<file path="config.mk">
export PLATFORM = sky130hd
export DESIGN_NAME = alarm_clock_set_controller_top_flat
export DESIGN_NICKNAME = d
export VERILOG_FILES = /design/src/hdl/acsc_pkg.sv /design/src/hdl/acsc_ifs.sv /design/src/hdl/alarm_clock_set_controller_top.sv /design/src/hdl/acsc_csr.sv /design/src/hdl/acsc_core.sv /design/src/flat_wrapper.sv
export SDC_FILE = /design/constraint.sdc
export NUM_CORES = 1
export LEC_CHECK = 0
export BUFFER_PORTS_ARGS = -buffer_cell sky130_fd_sc_hd__buf_2
export CORE_MARGIN = 1
export CORE_UTILIZATION = 40
export CTS_BUF_LIST = sky130_fd_sc_hd__clkbuf_8
export CTS_CLUSTER_SIZE = 16
export DETAILED_ROUTE_END_ITERATION = 12
export HOLD_SLACK_MARGIN = 0.05
export PLACE_DENSITY = 0.6
export SLEW_MARGIN = 20
export SYNTH_ARGS = -nofsm -noshare
export SYNTH_HDL_FRONTEND = slang
export SYNTH_SLANG_ARGS = --single-unit
</file>
<file path="constraint.sdc">
create_clock -name clock -period 13.9 [get_ports clock]
set_clock_uncertainty 0.1 [all_clocks]
set_input_delay 1.39 -clock clock [delete_from_list [all_inputs] [get_ports clock]]
set_output_delay 1.39 -clock clock [all_outputs]
set_load 0.02 [all_outputs]
</file>
<file path="src/hdl/acsc_pkg.sv">
// Shared types, codes and BCD digit-step functions for the alarm clock set controller.
// No dependencies; the RTL files refer to it by scoped names, the testbench imports it.
package acsc_pkg;

   // ui mode codes
   localparam logic [2:0] MODE_UNSET  = 3'd0;
   localparam logic [2:0] MODE_NORMAL = 3'd1;
   localparam logic [2:0] MODE_SET_H  = 3'd2;
   localparam logic [2:0] MODE_SET_M  = 3'd3;
   localparam logic [2:0] MODE_ALM_H  = 3'd4;
   localparam logic [2:0] MODE_ALM_M  = 3'd5;

   // key bit positions
   localparam int KEY_F1     = 0;
   localparam int KEY_F2     = 1;
   localparam int KEY_DOWN   = 2;
   localparam int KEY_UP     = 3;
   localparam int KEY_ACCEPT = 4;
   localparam int KEY_CANCEL = 5;

   // flash commands
   localparam logic [1:0] FLASH_NONE    = 2'd0;
   localparam logic [1:0] FLASH_HOURS   = 2'd1;
   localparam logic [1:0] FLASH_MINUTES = 2'd2;
   localparam logic [1:0] FLASH_OFF     = 2'd3;

   // item kinds
   localparam logic ITEM_TICK   = 1'b0;
   localparam logic ITEM_SAMPLE = 1'b1;

   // configuration register indexes and reset values
   localparam logic [1:0] CSR_LOCKOUT_TICKS    = 2'd0;
   localparam logic [1:0] CSR_TICKS_PER_SECOND = 2'd1;
   localparam logic [1:0] CSR_BLINK_TICKS      = 2'd2;
   localparam logic [9:0]  LOCKOUT_TICKS_RESET    = 10'd250;
   localparam logic [11:0] TICKS_PER_SECOND_RESET = 12'd1000;
   localparam logic [11:0] BLINK_TICKS_RESET      = 12'd500;

   localparam int CSR_INDEX_W = 2;
   localparam int CSR_DATA_W  = 12;

   typedef struct packed {
      logic        mode;
      logic [5:0]  keys;
      logic        buzzer_active;
      logic        time_valid;
      logic [15:0] current_time;
      logic [15:0] alarm_time;
   } req_type;

   typedef struct packed {
      logic        second_tick;
      logic        dots_toggle;
      logic        silence_buzzer;
      logic        postpone_alarm;
      logic        alarm_write;
      logic        alarm_value;
      logic        commit_time;
      logic        commit_alarm;
      logic [15:0] edit_digits;
      logic [1:0]  flash_cmd;
      logic        display_write;
      logic [15:0] display_digits;
   } rsp_type;

   typedef struct packed {
      logic [9:0]  lockout_ticks;
      logic [11:0] ticks_per_second;
      logic [11:0] blink_ticks;
   } cfg_type;

   // hours step up, 00..23; carries wrap inside their nibble
   function automatic logic [15:0] hour_up(input logic [15:0] v);
      logic [3:0] a;
      logic [4:0] b;
      a = v[15:12];
      b = {1'b0, v[11:8]} + 5'd1;
      if (a == 4'd2 && b > 5'd3) begin
         a = 4'd0;
         b = 5'd0;
      end else if (b > 5'd9) begin
         b = 5'd0;
         a = a + 4'd1;
      end
      return {a, b[3:0], v[7:0]};
   endfunction

   function automatic logic [15:0] hour_down(input logic [15:0] v);
      logic [3:0] a;
      logic [3:0] b;
      a = v[15:12];
      b = v[11:8];
      if (a == 4'd0 && b == 4'd0) begin
         a = 4'd2;
         b = 4'd3;
      end else if (b == 4'd0) begin
         b = 4'd9;
         a = a - 4'd1;
      end else begin
         b = b - 4'd1;
      end
      return {a, b, v[7:0]};
   endfunction

   // minutes step up, 00..59; the tens compare applies with or without carry
   function automatic logic [15:0] min_up(input logic [15:0] v);
      logic [4:0] c;
      logic [4:0] d;
      c = {1'b0, v[7:4]};
      d = {1'b0, v[3:0]} + 5'd1;
      if (d > 5'd9) begin
         d = 5'd0;
         c = c + 5'd1;
      end
      if (c > 5'd5) begin
         c = 5'd0;
      end
      return {v[15:8], c[3:0], d[3:0]};
   endfunction

   function automatic logic [15:0] min_down(input logic [15:0] v);
      logic [3:0] c;
      logic [3:0] d;
      c = v[7:4];
      d = v[3:0];
      if (c == 4'd0 && d == 4'd0) begin
         c = 4'd5;
         d = 4'd9;
      end else if (d == 4'd0) begin
         d = 4'd9;
         c = c - 4'd1;
      end else begin
         d = d - 4'd1;
      end
      return {v[15:8], c, d};
   endfunction

endpackage

</file>
<file path="src/hdl/acsc_ifs.sv">
// Channel interfaces of the alarm clock set controller: item, result and register write.
// Depends on acsc_pkg for field widths.
interface acsc_req_if;
   logic        valid;
   logic        ready;
   logic        mode;
   logic [5:0]  keys;
   logic        buzzer_active;
   logic        time_valid;
   logic [15:0] current_time;
   logic [15:0] alarm_time;
   modport source (output valid, mode, keys, buzzer_active, time_valid, current_time,
                   alarm_time, input ready);
   modport sink   (input valid, mode, keys, buzzer_active, time_valid, current_time,
                   alarm_time, output ready);
endinterface

interface acsc_rsp_if;
   logic        valid;
   logic        ready;
   logic        second_tick;
   logic        dots_toggle;
   logic        silence_buzzer;
   logic        postpone_alarm;
   logic        alarm_write;
   logic        alarm_value;
   logic        commit_time;
   logic        commit_alarm;
   logic [15:0] edit_digits;
   logic [1:0]  flash_cmd;
   logic        display_write;
   logic [15:0] display_digits;
   modport source (output valid, second_tick, dots_toggle, silence_buzzer, postpone_alarm,
                   alarm_write, alarm_value, commit_time, commit_alarm, edit_digits,
                   flash_cmd, display_write, display_digits, input ready);
   modport sink   (input valid, second_tick, dots_toggle, silence_buzzer, postpone_alarm,
                   alarm_write, alarm_value, commit_time, commit_alarm, edit_digits,
                   flash_cmd, display_write, display_digits, output ready);
endinterface

interface acsc_csr_if;
   logic                              valid;
   logic                              ready;
   logic [acsc_pkg::CSR_INDEX_W-1:0]  index;
   logic [acsc_pkg::CSR_DATA_W-1:0]   data;
   modport source (output valid, index, data, input ready);
   modport sink   (input valid, index, data, output ready);
endinterface

</file>
<file path="src/hdl/alarm_clock_set_controller_top.sv">
// Top level of the alarm clock set controller: input register, step core, result register.
// Depends on acsc_pkg, acsc_ifs (channel interfaces), acsc_csr and acsc_core.
//
//   channel    port       direction  moves per word
//   ---------  ---------  ---------  ----------------------------------------------
//   item       req_chan   in         tick or key sample with time and alarm digits
//   result     rsp_chan   out        pulses, commands, edit and display digits
//   register   csr_chan   in         register index and write data
//
// Every item is held in the input register, then goes through the step logic into the
// result register. One item is accepted every cycle while the result is not stalled.
// Reset is synchronous and restores the mode machine, counters and register defaults.
// A stalled result holds in its register while the input register still fills; the step
// into the result register waits until that register is free or being taken.
module alarm_clock_set_controller_top (
   input  logic        clock,
   input  logic        reset,
   acsc_req_if.sink    req_chan,
   acsc_rsp_if.source  rsp_chan,
   acsc_csr_if.sink    csr_chan
);

   acsc_pkg::cfg_type cfg;
   acsc_pkg::req_type req_word;
   acsc_pkg::req_type item_ff;
   acsc_pkg::rsp_type step_result;
   acsc_pkg::rsp_type rsp_ff;
   logic              item_valid_ff;
   logic              rsp_valid_ff;
   logic              advance;

   acsc_csr u_csr (
      .clock    (clock),
      .reset    (reset),
      .csr_chan (csr_chan),
      .cfg      (cfg)
   );

   // step the item held in the input register when the result register can take it
   assign advance        = item_valid_ff && (!rsp_valid_ff || rsp_chan.ready);
   assign req_chan.ready = !item_valid_ff || advance;

   always_comb begin
      req_word.mode          = req_chan.mode;
      req_word.keys          = req_chan.keys;
      req_word.buzzer_active = req_chan.buzzer_active;
      req_word.time_valid    = req_chan.time_valid;
      req_word.current_time  = req_chan.current_time;
      req_word.alarm_time    = req_chan.alarm_time;
   end

   acsc_core u_core (
      .clock   (clock),
      .reset   (reset),
      .step_en (advance),
      .item    (item_ff),
      .cfg     (cfg),
      .result  (step_result)
   );

   // input register: load on accept, drop once stepped
   always_ff @(posedge clock) begin
      if (reset) begin
         item_valid_ff <= 1'b0;
      end else if (req_chan.valid && req_chan.ready) begin
         item_valid_ff <= 1'b1;
      end else if (advance) begin
         item_valid_ff <= 1'b0;
      end
   end

   always_ff @(posedge clock) begin
      if (req_chan.valid && req_chan.ready) begin
         item_ff <= req_word;
      end
   end

   // result register: load on step, hold while stalled
   always_ff @(posedge clock) begin
      if (reset) begin
         rsp_valid_ff <= 1'b0;
      end else if (advance) begin
         rsp_valid_ff <= 1'b1;
      end else if (rsp_chan.ready) begin
         rsp_valid_ff <= 1'b0;
      end
   end

   always_ff @(posedge clock) begin
      if (advance) begin
         rsp_ff <= step_result;
      end
   end

   assign rsp_chan.valid          = rsp_valid_ff;
   assign rsp_chan.second_tick    = rsp_ff.second_tick;
   assign rsp_chan.dots_toggle    = rsp_ff.dots_toggle;
   assign rsp_chan.silence_buzzer = rsp_ff.silence_buzzer;
   assign rsp_chan.postpone_alarm = rsp_ff.postpone_alarm;
   assign rsp_chan.alarm_write    = rsp_ff.alarm_write;
   assign rsp_chan.alarm_value    = rsp_ff.alarm_value;
   assign rsp_chan.commit_time    = rsp_ff.commit_time;
   assign rsp_chan.commit_alarm   = rsp_ff.commit_alarm;
   assign rsp_chan.edit_digits    = rsp_ff.edit_digits;
   assign rsp_chan.flash_cmd      = rsp_ff.flash_cmd;
   assign rsp_chan.display_write  = rsp_ff.display_write;
   assign rsp_chan.display_digits = rsp_ff.display_digits;

endmodule

</file>
<file path="src/hdl/acsc_csr.sv">
// Configuration registers of the alarm clock set controller.
// Depends on acsc_pkg and acsc_csr_if.
module acsc_csr (
   input  logic                 clock,
   input  logic                 reset,
   acsc_csr_if.sink             csr_chan,
   output acsc_pkg::cfg_type    cfg
);

   acsc_pkg::cfg_type cfg_ff;
   acsc_pkg::cfg_type cfg_in;

   assign csr_chan.ready = 1'b1;

   always_comb begin
      cfg_in = cfg_ff;
      if (csr_chan.valid) begin
         case (csr_chan.index)
            acsc_pkg::CSR_LOCKOUT_TICKS:    cfg_in.lockout_ticks    = csr_chan.data[9:0];
            acsc_pkg::CSR_TICKS_PER_SECOND: cfg_in.ticks_per_second = csr_chan.data;
            acsc_pkg::CSR_BLINK_TICKS:      cfg_in.blink_ticks      = csr_chan.data;
            default:                        cfg_in = cfg_ff;
         endcase
      end
   end

   always_ff @(posedge clock) begin
      if (reset) begin
         cfg_ff.lockout_ticks    <= acsc_pkg::LOCKOUT_TICKS_RESET;
         cfg_ff.ticks_per_second <= acsc_pkg::TICKS_PER_SECOND_RESET;
         cfg_ff.blink_ticks      <= acsc_pkg::BLINK_TICKS_RESET;
      end else begin
         cfg_ff <= cfg_in;
      end
   end

   assign cfg = cfg_ff;

endmodule

</file>
<file path="src/hdl/acsc_core.sv">
// State registers and one-item step logic: timers, key lockout, mode machine, display.
// Depends on acsc_pkg.
module acsc_core (
   input  logic                 clock,
   input  logic                 reset,
   input  logic                 step_en,
   input  acsc_pkg::req_type    item,
   input  acsc_pkg::cfg_type    cfg,
   output acsc_pkg::rsp_type    result
);

   logic [2:0]  mode_ff,    mode_in;
   logic [15:0] edit_ff,    edit_in;
   logic [9:0]  lock_ff,    lock_in;
   logic [11:0] millis_ff,  millis_in;
   logic [11:0] blink_ff,   blink_in;
   logic [15:0] shown_ff,   shown_in;
   logic        known_ff,   known_in;

   logic [5:0]  keys;
   logic [15:0] shown;

   always_comb begin
      mode_in   = mode_ff;
      edit_in   = edit_ff;
      lock_in   = lock_ff;
      millis_in = millis_ff;
      blink_in  = blink_ff;
      shown_in  = shown_ff;
      known_in  = known_ff;
      result    = '0;
      keys      = '0;
      shown     = '0;

      if (item.mode == acsc_pkg::ITEM_TICK) begin
         if (lock_ff != 10'd0) begin
            lock_in = lock_ff - 10'd1;
         end
         millis_in = millis_ff + 12'd1;
         if (millis_in >= cfg.ticks_per_second) begin
            millis_in = 12'd0;
            result.second_tick = 1'b1;
         end
         if (mode_ff == acsc_pkg::MODE_NORMAL) begin
            blink_in = blink_ff + 12'd1;
            if (blink_in >= cfg.blink_ticks) begin
               blink_in = 12'd0;
               result.dots_toggle = 1'b1;
            end
         end
      end else begin
         // drop keys during lockout, restart it on any accepted press
         if (lock_ff == 10'd0) begin
            keys = item.keys;
            if (item.keys != 6'd0) begin
               lock_in = cfg.lockout_ticks;
            end
         end

         case (mode_ff)
            acsc_pkg::MODE_UNSET: begin
               if (keys[acsc_pkg::KEY_F1]) begin
                  mode_in = acsc_pkg::MODE_SET_H;
                  result.flash_cmd = acsc_pkg::FLASH_HOURS;
                  edit_in = 16'd0;
               end
            end
            acsc_pkg::MODE_NORMAL: begin
               if (item.buzzer_active) begin
                  if (keys[acsc_pkg::KEY_ACCEPT]) begin
                     result.silence_buzzer = 1'b1;
                     result.postpone_alarm = 1'b1;
                  end
                  if (keys[acsc_pkg::KEY_CANCEL]) begin
                     result.silence_buzzer = 1'b1;
                  end
               end else begin
                  if (keys[acsc_pkg::KEY_ACCEPT]) begin
                     result.alarm_write = 1'b1;
                     result.alarm_value = 1'b1;
                  end
                  if (keys[acsc_pkg::KEY_CANCEL]) begin
                     result.alarm_write = 1'b1;
                     result.alarm_value = 1'b0;
                  end
                  if (keys[acsc_pkg::KEY_F1]) begin
                     mode_in = acsc_pkg::MODE_SET_H;
                     result.flash_cmd = acsc_pkg::FLASH_HOURS;
                     edit_in = item.current_time;
                  end
                  if (keys[acsc_pkg::KEY_F2]) begin
                     mode_in = acsc_pkg::MODE_ALM_H;
                     result.flash_cmd = acsc_pkg::FLASH_HOURS;
                     edit_in = item.alarm_time;
                  end
               end
            end
            acsc_pkg::MODE_SET_H, acsc_pkg::MODE_ALM_H: begin
               if (keys[acsc_pkg::KEY_UP]) begin
                  edit_in = acsc_pkg::hour_up(edit_in);
               end
               if (keys[acsc_pkg::KEY_DOWN]) begin
                  edit_in = acsc_pkg::hour_down(edit_in);
               end
               if (keys[acsc_pkg::KEY_ACCEPT]) begin
                  mode_in = (mode_ff == acsc_pkg::MODE_SET_H) ? acsc_pkg::MODE_SET_M
                                                               : acsc_pkg::MODE_ALM_M;
                  result.flash_cmd = acsc_pkg::FLASH_MINUTES;
               end
               if (keys[acsc_pkg::KEY_CANCEL]) begin
                  mode_in = acsc_pkg::MODE_NORMAL;
                  result.flash_cmd = acsc_pkg::FLASH_OFF;
               end
            end
            acsc_pkg::MODE_SET_M, acsc_pkg::MODE_ALM_M: begin
               if (keys[acsc_pkg::KEY_UP]) begin
                  edit_in = acsc_pkg::min_up(edit_in);
               end
               if (keys[acsc_pkg::KEY_DOWN]) begin
                  edit_in = acsc_pkg::min_down(edit_in);
               end
               if (keys[acsc_pkg::KEY_ACCEPT]) begin
                  if (mode_ff == acsc_pkg::MODE_SET_M) begin
                     result.commit_time = 1'b1;
                  end else begin
                     result.commit_alarm = 1'b1;
                  end
                  mode_in = acsc_pkg::MODE_NORMAL;
                  result.flash_cmd = acsc_pkg::FLASH_OFF;
               end
               if (keys[acsc_pkg::KEY_CANCEL]) begin
                  mode_in = acsc_pkg::MODE_NORMAL;
                  result.flash_cmd = acsc_pkg::FLASH_OFF;
               end
            end
            default: begin
               mode_in = mode_ff;
            end
         endcase

         if (mode_in == acsc_pkg::MODE_NORMAL) begin
            shown = item.time_valid ? item.current_time : 16'd0;
         end else begin
            shown = edit_in;
         end
         if (!known_ff || shown != shown_ff) begin
            shown_in = shown;
            known_in = 1'b1;
            result.display_write  = 1'b1;
            result.display_digits = shown;
         end
      end
      result.edit_digits = edit_in;
   end

   always_ff @(posedge clock) begin
      if (reset) begin
         mode_ff   <= acsc_pkg::MODE_UNSET;
         edit_ff   <= 16'd0;
         lock_ff   <= 10'd0;
         millis_ff <= 12'd0;
         blink_ff  <= 12'd0;
         shown_ff  <= 16'd0;
         known_ff  <= 1'b0;
      end else if (step_en) begin
         mode_ff   <= mode_in;
         edit_ff   <= edit_in;
         lock_ff   <= lock_in;
         millis_ff <= millis_in;
         blink_ff  <= blink_in;
         shown_ff  <= shown_in;
         known_ff  <= known_in;
      end
   end

endmodule

</file>
<file path="src/flat_wrapper.sv">
// flat-port wrapper written by rule: the top's interface ports become plain ports
module alarm_clock_set_controller_top_flat 
  (clock, reset, req_chan_valid, req_chan_mode, req_chan_keys, req_chan_buzzer_active, req_chan_time_valid, req_chan_current_time, req_chan_alarm_time, req_chan_ready, rsp_chan_valid, rsp_chan_second_tick, rsp_chan_dots_toggle, rsp_chan_silence_buzzer, rsp_chan_postpone_alarm, rsp_chan_alarm_write, rsp_chan_alarm_value, rsp_chan_commit_time, rsp_chan_commit_alarm, rsp_chan_edit_digits, rsp_chan_flash_cmd, rsp_chan_display_write, rsp_chan_display_digits, rsp_chan_ready, csr_chan_valid, csr_chan_index, csr_chan_data, csr_chan_ready);
  acsc_req_if req_chan_i ();
  acsc_rsp_if rsp_chan_i ();
  acsc_csr_if csr_chan_i ();
  input  logic clock;
  input  logic reset;
  input wire logic [$bits(req_chan_i.valid)-1:0] req_chan_valid;
  input wire logic [$bits(req_chan_i.mode)-1:0] req_chan_mode;
  input wire logic [$bits(req_chan_i.keys)-1:0] req_chan_keys;
  input wire logic [$bits(req_chan_i.buzzer_active)-1:0] req_chan_buzzer_active;
  input wire logic [$bits(req_chan_i.time_valid)-1:0] req_chan_time_valid;
  input wire logic [$bits(req_chan_i.current_time)-1:0] req_chan_current_time;
  input wire logic [$bits(req_chan_i.alarm_time)-1:0] req_chan_alarm_time;
  output wire logic [$bits(req_chan_i.ready)-1:0] req_chan_ready;
  output wire logic [$bits(rsp_chan_i.valid)-1:0] rsp_chan_valid;
  output wire logic [$bits(rsp_chan_i.second_tick)-1:0] rsp_chan_second_tick;
  output wire logic [$bits(rsp_chan_i.dots_toggle)-1:0] rsp_chan_dots_toggle;
  output wire logic [$bits(rsp_chan_i.silence_buzzer)-1:0] rsp_chan_silence_buzzer;
  output wire logic [$bits(rsp_chan_i.postpone_alarm)-1:0] rsp_chan_postpone_alarm;
  output wire logic [$bits(rsp_chan_i.alarm_write)-1:0] rsp_chan_alarm_write;
  output wire logic [$bits(rsp_chan_i.alarm_value)-1:0] rsp_chan_alarm_value;
  output wire logic [$bits(rsp_chan_i.commit_time)-1:0] rsp_chan_commit_time;
  output wire logic [$bits(rsp_chan_i.commit_alarm)-1:0] rsp_chan_commit_alarm;
  output wire logic [$bits(rsp_chan_i.edit_digits)-1:0] rsp_chan_edit_digits;
  output wire logic [$bits(rsp_chan_i.flash_cmd)-1:0] rsp_chan_flash_cmd;
  output wire logic [$bits(rsp_chan_i.display_write)-1:0] rsp_chan_display_write;
  output wire logic [$bits(rsp_chan_i.display_digits)-1:0] rsp_chan_display_digits;
  input wire logic [$bits(rsp_chan_i.ready)-1:0] rsp_chan_ready;
  input wire logic [$bits(csr_chan_i.valid)-1:0] csr_chan_valid;
  input wire logic [$bits(csr_chan_i.index)-1:0] csr_chan_index;
  input wire logic [$bits(csr_chan_i.data)-1:0] csr_chan_data;
  output wire logic [$bits(csr_chan_i.ready)-1:0] csr_chan_ready;
  assign req_chan_i.valid = req_chan_valid;
  assign req_chan_i.mode = req_chan_mode;
  assign req_chan_i.keys = req_chan_keys;
  assign req_chan_i.buzzer_active = req_chan_buzzer_active;
  assign req_chan_i.time_valid = req_chan_time_valid;
  assign req_chan_i.current_time = req_chan_current_time;
  assign req_chan_i.alarm_time = req_chan_alarm_time;
  assign req_chan_ready = req_chan_i.ready;
  assign rsp_chan_valid = rsp_chan_i.valid;
  assign rsp_chan_second_tick = rsp_chan_i.second_tick;
  assign rsp_chan_dots_toggle = rsp_chan_i.dots_toggle;
  assign rsp_chan_silence_buzzer = rsp_chan_i.silence_buzzer;
  assign rsp_chan_postpone_alarm = rsp_chan_i.postpone_alarm;
  assign rsp_chan_alarm_write = rsp_chan_i.alarm_write;
  assign rsp_chan_alarm_value = rsp_chan_i.alarm_value;
  assign rsp_chan_commit_time = rsp_chan_i.commit_time;
  assign rsp_chan_commit_alarm = rsp_chan_i.commit_alarm;
  assign rsp_chan_edit_digits = rsp_chan_i.edit_digits;
  assign rsp_chan_flash_cmd = rsp_chan_i.flash_cmd;
  assign rsp_chan_display_write = rsp_chan_i.display_write;
  assign rsp_chan_display_digits = rsp_chan_i.display_digits;
  assign rsp_chan_i.ready = rsp_chan_ready;
  assign csr_chan_i.valid = csr_chan_valid;
  assign csr_chan_i.index = csr_chan_index;
  assign csr_chan_i.data = csr_chan_data;
  assign csr_chan_ready = csr_chan_i.ready;
  alarm_clock_set_controller_top u_core (.clock(clock), .reset(reset), .req_chan(req_chan_i), .rsp_chan(rsp_chan_i), .csr_chan(csr_chan_i));
endmodule
</file>
## Yosys cells after proc, flatten, opt, wreduce, memory -nomap -nowiden

Cells that the tools add are included.

| word-level totals | value |
|---|---|
| bits in registers | 190 |
| logic and storage cells | 172 |

| operators by class | value |
|---|---|
| add/sub/neg operators | 11 |
| magnitude comparators | 6 |
| equality and inequality tests | 12 |
| muxes and demuxes | 72 |
| bitwise operators | 2 |
| reduce and logical (&&, ||, !) cells | 39 |

Operators by type and width:

| cell | number |
|---|---|
| $mux W16 | 14 |
| $pmux W16 S4 | 1 |
| $mux W4 | 14 |
| $mux W10 | 4 |
| $mux W3 | 9 |
| $add A12 B1 Y12 const B | 2 |
| $ge A12 B12 Y1 | 2 |
| $mux W12 | 2 |
| $mux W5 | 4 |
| $mux W17 | 1 |
| $logic_not A4 Y1 | 4 |
| $mux W8 | 2 |
| $ne A16 B16 Y1 | 1 |
| $sub A4 B1 Y4 const B | 4 |
| $add A4 B1 Y5 const B | 3 |
| $mux W2 | 7 |
| $mux W6 | 2 |
| $pmux W3 S4 | 1 |
| $reduce_and A2 Y1 | 6 |
| $reduce_and A3 Y1 | 4 |
| $gt A5 B4 Y1 const B | 2 |
| $logic_not A10 Y1 | 1 |
| $mux W1 | 10 |
| $reduce_bool A10 Y1 | 1 |
| 24 further kinds | 41 |

## Logic depth before layout (Yosys ltp)

Gate-level depths: netlist (run 1).

| logic depth | value |
|---|---|
| word-level depth | 21 |
| mapped depth | 21 |
| gate-level depth less buffers | 17 |

## Cells and area by module

From an unflattened synthesis (run 1), not the netlist that was laid out.

| unflattened totals | value |
|---|---|
| cell total of the unflattened synthesis | 1420 |
| area total of the unflattened synthesis | 12419.4 um^2 |

Modules (own cells, without submodules):

| module | instances | cells an instance | area each (um^2) | sequential area each (um^2) |
|---|---|---|---|---|
| acsc_core | 1 | 1188 | 8394.3 | 1401.3 |
| alarm_clock_set_controller_top | 1 | 94 | 2626.3 | 2562.5 |
| acsc_csr | 1 | 138 | 1398.8 | 680.7 |

## Worst setup path after synthesis (run 1)

Ideal clock, no wire load.

| timing path | value |
|---|---|
| path type | flip-flop to flip-flop |
| from | reg u_core.u_core.edit_ff[0] |
| to | reg u_core.rsp_ff, in the netlist u_core.rsp_chan.display_digits[9], data pin |
| data arrival time | 4655 ps |
| data required time | 13536 ps |
| setup slack | 8881 ps |
| cell stages (with the launch flop) | 22 |
| path buffers | 4 |
| clock period less this slack | 5019 ps |
| cells stage by stage | dfxtp_1 -> clkbuf_1 -> inv_1 -> ha_1 -> nor2b_1 -> o22a_1 -> clkbuf_1 -> nor3_1 -> o32a_1 -> a21oi_1 -> ha_1 -> nand2_1 -> o211ai_1 -> and4b_1 -> o31a_1 -> a211oi_1 -> nand4_1 -> or4_1 -> buf_2 -> nand2_4 -> buf_4 -> nor2_1 |

| on the way | value |
|---|---|
| longest elaborated chain between the ends | 21 |
| elaborated cells on any way between the ends | 36 |
| classes of those cells | 3 x add/sub; 2 x order compare; 1 x eq/ne; 25 x mux; 5 x reduce/logical |

RTL lines:

| element | line | RTL |
|---|---|---|
| start, declared | acsc_core.sv:13 | `logic [15:0] edit_ff, edit_in;` |
| start signal, assigned | acsc_core.sv:167 | `edit_ff <= edit_in;` |
| $add A4 B1 Y5 | acsc_pkg.sv:110 | `d = {1'b0, v[3:0]} + 5'd1;` |
| $gt A5 B4 Y1 | acsc_pkg.sv:111 | `if (d > 5'd9) begin` |
| $mux W5 | acsc_pkg.sv:111 |  |
| $mux W5 | acsc_core.sv:116 | `if (keys[acsc_pkg::KEY_UP]) begin` |
| $mux W5 | acsc_core.sv:60 | `case (mode_ff)` |
| $mux W5 | acsc_core.sv:35 | `if (item.mode == acsc_pkg::ITEM_TICK) begin` |
| $gt A5 B3 Y1 | acsc_pkg.sv:115 | `if (c > 5'd5) begin` |
| $mux W4 | acsc_pkg.sv:115 |  |
| [... 5 more ...] | n/a |  |
| $mux W4 | acsc_pkg.sv:126 | `if (c == 4'd0 && d == 4'd0) begin` |
| $mux W8 | acsc_core.sv:119 | `if (keys[acsc_pkg::KEY_DOWN]) begin` |
| $pmux W16 S4 (*) | acsc_core.sv:60 |  |
| $mux W16 (*) | acsc_core.sv:141 | `if (mode_in == acsc_pkg::MODE_NORMAL) begin` |
| $mux W16 (*) | acsc_core.sv:35 |  |
| $ne A16 B16 Y1 (*) | acsc_core.sv:146 | `if (!known_ff \|\| shown != shown_ff) begin` |
| $logic_or A1 B1 Y1 (*) | acsc_core.sv:146 |  |
| $reduce_and A2 Y1 (no source line) (*) | n/a |  |
| end signal, assigned | alarm_clock_set_controller_top.sv:91 | `rsp_ff <= step_result;` |
| end, declared | alarm_clock_set_controller_top.sv:27 | `acsc_pkg::rsp_type rsp_ff;` |

Every way passes the cells marked *; elsewhere a longest branch is shown, timed or not. The select of a mux whose other input is x is not followed.
A chain may end at the register's enable or synchronous reset.

## Worst setup path after layout (run 1)

| timing path | value |
|---|---|
| from | reg u_core.u_core.lock_ff[0] |
| to | reg u_core.rsp_ff, in the netlist u_core.rsp_chan.display_digits[6], data pin |

| on the way | value |
|---|---|
| longest elaborated chain between the ends | 16 |
| elaborated cells on any way between the ends | 49 |
| classes of those cells | 4 x add/sub; 2 x eq/ne; 34 x mux; 9 x reduce/logical |

RTL lines:

| element | line | RTL |
|---|---|---|
| start, declared | acsc_core.sv:14 | `logic [9:0] lock_ff, lock_in;` |
| start signal, assigned | acsc_core.sv:168 | `lock_ff <= lock_in;` |
| $logic_not A10 Y1 (*) | acsc_core.sv:53 | `if (lock_ff == 10'd0) begin` |
| $mux W6 (*) | acsc_core.sv:53 |  |
| $mux W6 (*) | acsc_core.sv:35 |  |
| $mux W8 or $mux W16 (tied branches) | acsc_core.sv:116, acsc_core.sv:99 |  |
| $mux W16 | acsc_core.sv:60 |  |
| $mux W16 | acsc_core.sv:35 |  |
| $sub A4 B1 Y4 (tied with other cells) | acsc_pkg.sv:133 | `d = d - 4'd1;` |
| $mux W4 (tied with other cells) | acsc_pkg.sv:129 | `end else if (d == 4'd0) begin` |
| $mux W4, on equally long branches | acsc_pkg.sv:126, acsc_pkg.sv:93 |  |
| $mux W8 or $mux W16 (tied branches) | acsc_core.sv:119, acsc_core.sv:102 |  |
| $pmux W16 S4 | acsc_core.sv:60 |  |
| $mux W16 (*) | acsc_core.sv:141 |  |
| $mux W16 (*) | acsc_core.sv:35 |  |
| $ne A16 B16 Y1 | acsc_core.sv:146 |  |
| $logic_or A1 B1 Y1 | acsc_core.sv:146 |  |
| $reduce_and A2 Y1 (no source line) | n/a |  |

Marked as above.

==> run metrics, run 1 <==
final hold slack 0.361 ns; proportion of layout cells with a drive suffix above 1 13.2%; part of the power in combinational logic 27.7%; NetSw 0.516 mW; Seq/Total Area, Yosys 41.1%; slew margin rel. 30.8%; crit-path most repeated cell or4_1; H-tree depth 4; Final Wtd Congestion 1.00; vias per cell 5.86; Avg Inst Size Synth 8.76 um^2; FMAX 161 MHz; Slew @ Worst Pin 1.04 ns; Total GRT Usage 24.8%; setup_tns 0 ns; main flop type after synthesis dfxtp_1; first-pass GRT wire length 54.2 mm; Worst Path Buf+Inv 1; WP data arrival 6.31 ns; post-synthesis register bit count 190; Max clock buf depth 2; delay-heaviest family, CP simple AND/OR/NAND/NOR gates; diode count 0; Post-CTS Hold Buffers 0; TritonCTS Buffers 17; Slew Limit Fails 0; placed wire-length estimate 25.5 mm; routed vias 10.1k; Antenna Nets Post-Route 0; Core Region 27800 um^2; Die X 170 um; TritonRoute pass-1 iters 5; status finished, final reports clean; final non-filler cell area 12400 um^2; most frequent cells in the layout 138 x nor2_1, 106 x dfxtp_1, 103 x nand2_1, 103 x buf_2, 89 x a21oi_1; leakage 4.93 nW; CTS root buffer clkbuf_8; Int Pwr 0.878 mW; synthesized net count 1389; biggest cell delay along the critical path 0.90 ns; sw frac 37.0%; final setup fails 0; RSZ-0062 raised after global routing false; final hold vios 0; Final min period 6.20 ns; die area 28900 um^2; async set-reset flop share out of synthesis 0%; total routed wirelength 35.3 mm; CP Capture Type flip-flop; clock slew at reported path FFs 0.10 ns; initial antenna violation count 0; Power Density 112 nW/um^2; largest net degree at the start of global routing 77; DRT iter0 DRCs 891; metal2 WL 16.6 mm; placed cell area 12000 um^2; Post-synth EDFFs 84; crit-path max FO 18; CTS tree built; Remaining DRCs 0; DR top layer met4; Critical Path RT 14.01 ns; WS Path Type reg -> reg; Post-Synthesis Cells 1289; post-route insts no fill 1723; total congestion overflow 0; Sinks on Clock Net 190; area grow syn2layout 9.86%; M1 WL 15.6 mm; Initial Util 40.6%; Final #Nets 1432; Max Cap Viol 0; routed wl met3 1.91 mm; slowest cell on the critical path or4_1; Synth warnings 0; Mapped Area 11300 um^2; DR WL/cell 20.5 um; period utilisation layout 44.6%; Clock power frac 26.1%; Ports 106; worst vdd rail ir drop 0.0708 mV; CP cell instances inv_1 > ha_1 > or4b_1 > or4_1 > o22a_1 > and3_1 > and2_1 > a2bb2oi_1 > xnor2_1 > nor4_1 > o2111ai_1 > or4_1 > nand2_4 > nor2_1; post-cts sizing count 0; most common cell after layout, fill and taps aside nor2_1; # rows 61; Cell variety after synth 86; fill count 2764; Post-CTS Setup Bufs 0; placed insts 1691; power share of the sequential group 46.2%; Buffers on Ports 104; clk_lat worst skew 0.49 ns; Total Power 1.39 mW; CP Launch Type flip-flop; vias in the first global route 9399; Die Y 170 um; worst min-delay path category reg -> reg
## synthesized netlist by cell type (12+ instances only)
master    number  share of area, %
a211o_1       22               1.7
a211oi_1      41               2.7
a21o_1        23               1.5
a21oi_1       89               3.9
a22oi_1       18               1.2
and3_1        26               1.4
buf_1         13              0.43
clkbuf_1      65               2.2
dfxtp_1      106                19
edfxtp_1      84                22
ha_1          40               4.4
inv_1         54               1.8
mux2i_1       14               1.2
nand2_1      103               3.4
nand2b_1      31               1.7
nand3_1       28               1.2
nor2_1       139               4.6
nor2b_1       19               1.1
nor3_1        21              0.93
nor4_1        24               1.3
o21ai_0       68               3.0
o31ai_1       20               1.3
xnor2_1       12              0.93
xor2_1        22               1.7
## per-layer routing
layer,vias up,global-route usage [%]
met5,-,0
met4,0,9.75
met3,64,4.28
met2,361,40.2
met1,4820,32.7
li1,4846,-
## power by group through the flow
stage / registers [mW] / clock network [mW] / logic, mW
after CTS: 0.643 / 0.374 / 0.381
after global placement: 0.656 / 0 / 0.380
after global routing: 0.647 / 0.398 / 0.419
after detailed placement: 0.656 / 0 / 0.379
final: 0.644 / 0.364 / 0.386
after floorplan: 0.647 / 0 / 0.265
## registers in the layout, summed over array words and instances (netlist names), 2 cells and up
register / cells
u_core.u_core.lock_ff: 10
u_core.item_ff: 41
u_core.u_core.edit_ff: 16
u_core.u_core.mode_ff: 3
u_core.u_csr.cfg: 34
u_core.u_core.blink_ff: 12
u_core.u_core.shown_ff: 16
u_core.rsp_chan.edit_digits: 16
u_core.rsp_chan.flash_cmd: 2
u_core.rsp_chan.display_digits: 16
u_core.u_core.millis_ff: 12
## cells by family (layout without fill, tap and decap cells)
family / count (synthesis) / count (layout) / share of synthesized area (%)
AO/OA/AOI/OAI: 390 / 390 / 23.5
XOR/XNOR: 34 / 34 / 2.64
adder cells (fa/ha/maj): 40 / 40 / 4.43
buffers and inverters: 145 / 201 / 5.05
flip-flops: 190 / 190 / 41.1
multiplexers: 24 / 24 / 2.24
other: 1 / 1 / 0.0332
AND/OR/NAND/NOR: 465 / 465 / 21.0
## through the flow
step / setup slack (ns) / utilization, %
after floorplan: 8.88 / -
after global placement: 7.71 / 43.3
after detailed placement: 7.77 / 43.3
after CTS: 7.75 / 44.6
after global routing: 7.40 / 44.7
final: 7.70 / 44.7
## final cells by class
cell class | count | area (um^2) | area share, %
inverter | 55 | 206 | 1.66
tap | 378 | 473 | 3.81
multi-input combinational | 954 | 6110 | 49.3
sequential | 190 | 4640 | 37.4
timing repair buffer | 114 | 598 | 4.82
clock buffer | 18 | 248 | 2.00
clock inverter | 14 | 125 | 1.01
## worst paths after layout
kind,cells past startpoint,start,slack [ns],endpoint
max reg2reg,14,u_core.u_core.lock_ff[0],7.70,u_core.rsp_chan.display_digits[6]
min reg2reg,2,u_core.u_csr.cfg[3],0.36,u_core.u_csr.cfg[3]
max,14,u_core.u_core.lock_ff[0],7.70,u_core.rsp_chan.display_digits[6]
min,2,u_core.u_csr.cfg[3],0.36,u_core.u_csr.cfg[3]
## worst min-delay path: stages, from the launching register on
cell,delay (ns)
dfxtp_1,0.32
nand2_1,0.05
a21oi_1,0.05
No activity file was read; power rests on OpenSTA's default activity.
==> inputs of run 2 (changes only) <==
- clock period: 13.9 -> 6.2 ns (I/O delays scaled with it)
==> run 2 against run 1 <==
Compared with the run above: sequential share of layout area shrank 0.40 points; sequential power is 120% higher; worst hold slack got worse by 0.17 ns.
==> run metrics, run 2 (synthesis gave the netlist of run 1 again) <==
initial antenna violation count 2 (+2); Core Region 27800 um^2 (unchanged); H-tree depth 4 (unchanged); final hold vios 0 (unchanged); diode count 0 (unchanged); status finished, final reports clean; DRT iter0 DRCs 1004 (+13%); Max clock buf depth 2 (unchanged); most frequent cells in the layout 138 x nor2_1, 105 x dfxtp_1, 103 x nand2_1, 103 x buf_2, 89 x a21oi_1; first-pass GRT wire length 55.1 mm (+1.6%); FMAX 175 MHz (+8.7%); Remaining DRCs 0 (unchanged); DR WL/cell 20.5 um (about the same); Power Density 256 nW/um^2 (+130%); final setup fails 0 (unchanged); Total GRT Usage 25.1% (+0.29 points); WP data arrival 5.82 ns (-0.49 ns); CTS root buffer clkbuf_8; Max Cap Viol 0 (unchanged); clock slew at reported path FFs 0.12 ns (+0.02 ns); most flop-heavy register u_core.item_ff; TritonRoute pass-1 iters 9 (+4); worst vdd rail ir drop 0.195 mV (+180%); routed vias 10.2k (+0.89%); Buffers on Ports 104 (unchanged); Final Wtd Congestion 1.02 (+1.9%); # rows 61 (unchanged); Die X 170 um (unchanged); vias per cell 5.86 (about the same); most common cell after layout, fill and taps aside nor2_1; Initial Util 40.6% (unchanged); Antenna Nets Post-Route 0 (unchanged); Post-CTS Hold Buffers 0 (unchanged); slew margin rel. 25.5% (-5.3 points); CP Capture Type flip-flop; WS Path Type reg -> reg; vias in the first global route 9674 (+2.9%); Slew @ Worst Pin 1.12 ns (+0.0812 ns); Final min period 5.71 ns (-0.498 ns); die area 28900 um^2 (unchanged); crit-path max FO 17 (-1); CP Launch Type flip-flop; RSZ-0062 raised after global routing false; Sinks on Clock Net 190 (unchanged); Slew Limit Fails 0 (unchanged); Final #Nets 1446 (+0.98%); total congestion overflow 0 (unchanged); Die Y 170 um (unchanged); leakage 5.01 nW (+1.7%); final hold slack 0.189 ns (-0.172 ns); CTS tree built; Post-CTS Setup Bufs 0 (unchanged); Critical Path RT 6.32 ns (-7.69 ns); TritonCTS Buffers 17 (unchanged); area grow syn2layout 11.1%; largest net degree at the start of global routing 75 (-2.6%); period utilisation layout 92.0% (+47 points); setup_tns 0 ns (unchanged); worst min-delay path category in -> reg; placed wire-length estimate 25.9 mm (+1.5%); Largest register FFs 41 (unchanged); total routed wirelength 35.6 mm (+0.76%); proportion of layout cells with a drive suffix above 1 14.3% (+1.1 points); Ports 106 (unchanged); clk_lat worst skew 0.50 ns (about the same)
==> run 2: final timing paths <==
check        cells past startpoint                                 to  slack (ns)                startpoint
max                             16  u_core.rsp_chan.display_digits[9]        0.49  u_core.u_core.edit_ff[8]
max reg2reg                     16  u_core.rsp_chan.display_digits[9]        0.49  u_core.u_core.edit_ff[8]
min reg2reg                      2               u_core.u_csr.cfg[10]        0.36      u_core.u_csr.cfg[10]
min                              1                  u_core.item_ff[6]        0.19    req_chan_alarm_time[6]
==> run 2: power by group <==
part | leakage, nW | internal, mW | switching, mW
Sequential | 1.68 | 1.38 | 0.0652
Combinational | 3.13 | 0.310 | 0.593
Clock | 0.208 | 0.342 | 0.521
Total | 5.01 | 2.03 | 1.18
==> run 2: worst max-delay path, cell delays in order (launching register included) <==
cell,delay (ns)
dfxtp_1,0.57
inv_1,0.23
ha_1,0.41
nor2_1,0.08
o21a_1,0.25
nor3_2,0.34
o31a_1,0.26
ha_1,0.27
nand2_1,0.14
or4_4,0.45
or3_4,0.41
a2111o_1,0.42
a22oi_1,0.18
nand4_1,0.14
or4_1,0.80
nand2_4,0.29
nor2_1,0.07
==> run 2: area by class of cell <==
cell class | instances | area (um^2)
flip-flops and latches | 190 | 4650
fillers | 2782 | 15200
repair buffers | 128 | 703
inverters | 55 | 206
well taps | 378 | 473
multi-input cells | 954 | 6110
clock inverters | 15 | 171
clock buffers | 17 | 234
==> run 2: metrics by stage <==
stage          instance area (um^2)  power [mW]  utilization [%]  worst slack [ns]  cells
5_1_grt                       12500        3.35             45.1            0.0391   1737
3_3_place_gp                  12100        2.34             43.6             0.685   1705
3_5_place_dp                  12100        2.34             43.7             0.559   1705
4_1_cts                       12500        3.20             45.1             0.519   1737
2_1_floorplan                 11300        2.05                -              1.18   1289
6_report                      12500        3.21             45.1             0.494   1737
==> run 2: layer usage <==
layer / part of all wire (%) / vias to the layer above / GRT usage (%)
met5: 0.045 / - / 0
met4: 3.7 / 4 / 10.9
met3: 6.3 / 83 / 4.37
met2: 46 / 375 / 40.4
met1: 44 / 4831 / 32.9
li1: - / 4888 / -
==> run 2: what timing repair did <==
| action | in CTS | in global routing |
|---|---|---|
| endpoints found under the setup margin | 0 | 18 |
| hold endpoints to repair | 0 | 0 |
| gates resized for setup | 0 | 2 |
==> inputs of run 3 (changes only) <==
- CELL_PAD_IN_SITES_DETAIL_PLACEMENT: unset -> 0
- CELL_PAD_IN_SITES_GLOBAL_PLACEMENT: unset -> 2
- CORE_UTILIZATION: 40 -> 38
- PLACE_DENSITY: 0.6 -> 0.84
==> run 3 against run 2 <==
Compared with the run above: setup slack better by 0.059 ns; count of clock-buffer cells in the layout did not move; global-route usage is 0.40 points lower; final cell count up 0.69%; sequential power is essentially flat; first-iteration DRC count fell by 8.3%; critical path type unchanged; largest power group unchanged.
==> run metrics, run 3 (synthesis gave the netlist of run 1 again) <==
R2R Path End u_core.rsp_chan.display_digits[7]; Max clock buf depth 2 (unchanged); Final Wtd Congestion 0.950 (-7.0%); total congestion overflow 0 (unchanged); proportion of layout cells with a drive suffix above 1 14.8% (+0.45 points); final design utilization 43.6% (-1.6 points); CP Capture Type flip-flop; vias in the first global route 9697 (+0.24%); Die Y 174 um (+2.6%); most frequent cells in the layout 138 x nor2_1, 106 x dfxtp_1, 103 x nand2_1, 103 x buf_2, 89 x a21oi_1; Die X 174 um (+2.6%); leakage 5.05 nW (+0.73%); Hold Crit Depth 1 (unchanged); TritonCTS Buffers 17 (unchanged); Total Power 3.24 mW (+0.91%); Critical Path RT 6.32 ns (about the same); area grow syn2layout 11.6%; final hold vios 0 (unchanged); initial antenna violation count 0 (-2); vias per cell 5.81 (-0.96%); CTS root buffer clkbuf_8; crit-path max FO 17 (unchanged); routed vias 10.2k (-0.28%); Core Region 28900 um^2 (+4.2%); most common cell after layout, fill and taps aside nor2_1; Initial Util 39.0% (-1.6 points); WHS Endpoint u_core.item_ff[28]; Slew @ Worst Pin 1.10 ns (-0.0200 ns); period utilisation layout 91.1% (-0.95 points); placed cell area 12200 um^2 (+0.41%); status finished, final reports clean; Post-CTS Hold Buffers 0 (unchanged); FMAX 177 MHz (+1.0%); most flop-heavy register u_core.item_ff; Sinks on Clock Net 190 (unchanged); Total GRT Usage 24.7% (-0.40 points); Remaining DRCs 0 (unchanged); clock slew at reported path FFs 0.11 ns (about the same); Power Density 257 nW/um^2 (+0.44%); Largest register FFs 41 (unchanged); first-pass GRT wire length 57.2 mm (+3.8%); clk_lat worst skew 0.51 ns (about the same); CP Launch Type flip-flop; # rows 62 (+1.6%); WP data arrival 5.77 ns (-0.05 ns); DR WL/cell 21.0 um (+2.7%); Reg2Reg Depth 14 (-2); slew margin rel. 26.7% (+1.3 points); worst r2r src u_core.u_core.lock_ff[0]; DRT iter0 DRCs 921 (-8.3%); die area 30400 um^2 (+5.2%); Final min period 5.65 ns (-0.0590 ns); largest net degree at the start of global routing 88 (+17%); Ports 106 (unchanged); final setup fails 0 (unchanged); Antenna Nets Post-Route 0 (unchanged); placed insts 1717 (+0.70%); CTS tree built; TritonRoute pass-1 iters 6 (-3); H-tree depth 4 (unchanged); worst vdd rail ir drop 0.151 mV (-23%); R2R setup slack 0.55 ns (+0.06 ns); post-route insts no fill 1749 (+0.69%); total routed wirelength 36.8 mm (+3.4%); diode count 0 (unchanged); Buffers on Ports 104 (unchanged); setup_tns 0 ns (unchanged); worst min-delay path category in -> reg; Max Cap Viol 0 (unchanged); WS Path Type reg -> reg; placed wire-length estimate 26.7 mm (+2.8%); RSZ-0062 raised after global routing false; final non-filler cell area 12600 um^2 (+0.47%); Final #Nets 1452 (+0.41%); hold_sp req_chan_current_time[12]; Slew Limit Fails 0 (unchanged)
run 3: worst max path at each step:
stage,start,end,slack [ns],cells after the start
detailed placement,u_core.u_core.edit_ff[0],u_core.rsp_chan.display_digits[7],0.43,17
finish,u_core.u_core.lock_ff[0],u_core.rsp_chan.display_digits[7],0.55,14
global route,u_core.u_core.edit_ff[8],u_core.u_core.shown_ff[0],0.04,16
CTS,u_core.u_core.edit_ff[0],u_core.rsp_chan.display_digits[7],0.36,17
floorplan,u_core.u_core.edit_ff[0],u_core.rsp_chan.display_digits[9],1.18,21
global placement,u_core.u_core.edit_ff[0],u_core.rsp_chan.display_digits[7],0.45,17
run 3: per-layer routing:
| layer | vias up | track usage (%) | wire length [um] |
|---|---|---|---|
| met5 | - | 0 | 0 |
| met4 | 0 | 10.4 | 1290 |
| met3 | 71 | 4.42 | 2110 |
| met2 | 353 | 39.9 | 17300 |
| met1 | 4838 | 32.3 | 16100 |
| li1 | 4891 | - | - |
run 3: worst max-delay path, cell delays in order (launching register included):
cell,delay [ns]
dfxtp_1,0.35
inv_1,0.06
ha_1,0.18
or4b_1,0.70
or4_1,0.75
o22a_1,0.30
and3_1,0.29
and2_1,0.40
a2bb2oi_1,0.53
xnor2_1,0.13
nor4_1,0.46
o2111ai_1,0.23
or4_4,0.57
nand2_4,0.22
nor3_1,0.07
run 3: where the power goes:
part           switching, mW  leakage [nW]  internal [mW]  total [mW]
Clock                  0.513         0.210          0.372       0.884
Combinational          0.600          3.16          0.315       0.915
Sequential            0.0612          1.68           1.38        1.44
run 3: cell type report:
class / instances / area [um^2]
fill: 2935 / 16300
clock buffer: 17 / 234
multi-input combinational: 954 / 6120
sequential: 190 / 4640
timing repair buffer: 134 / 748
inverter: 55 / 206
clock inverter: 15 / 170
tap: 384 / 480
run 3: stage by stage:
step	setup slack (ns)	hold slack, ns
2_1_floorplan	1.18	0.336
3_3_place_gp	0.455	0.347
3_5_place_dp	0.428	0.347
4_1_cts	0.363	0.142
5_1_grt	0.0352	0.141
6_report	0.553	0.182
run 3: repair_timing:
item	4_1_cts	5_1_grt
gates resized for setup	0	2
setup buffers	0	0
setup endpoints to repair	0	31
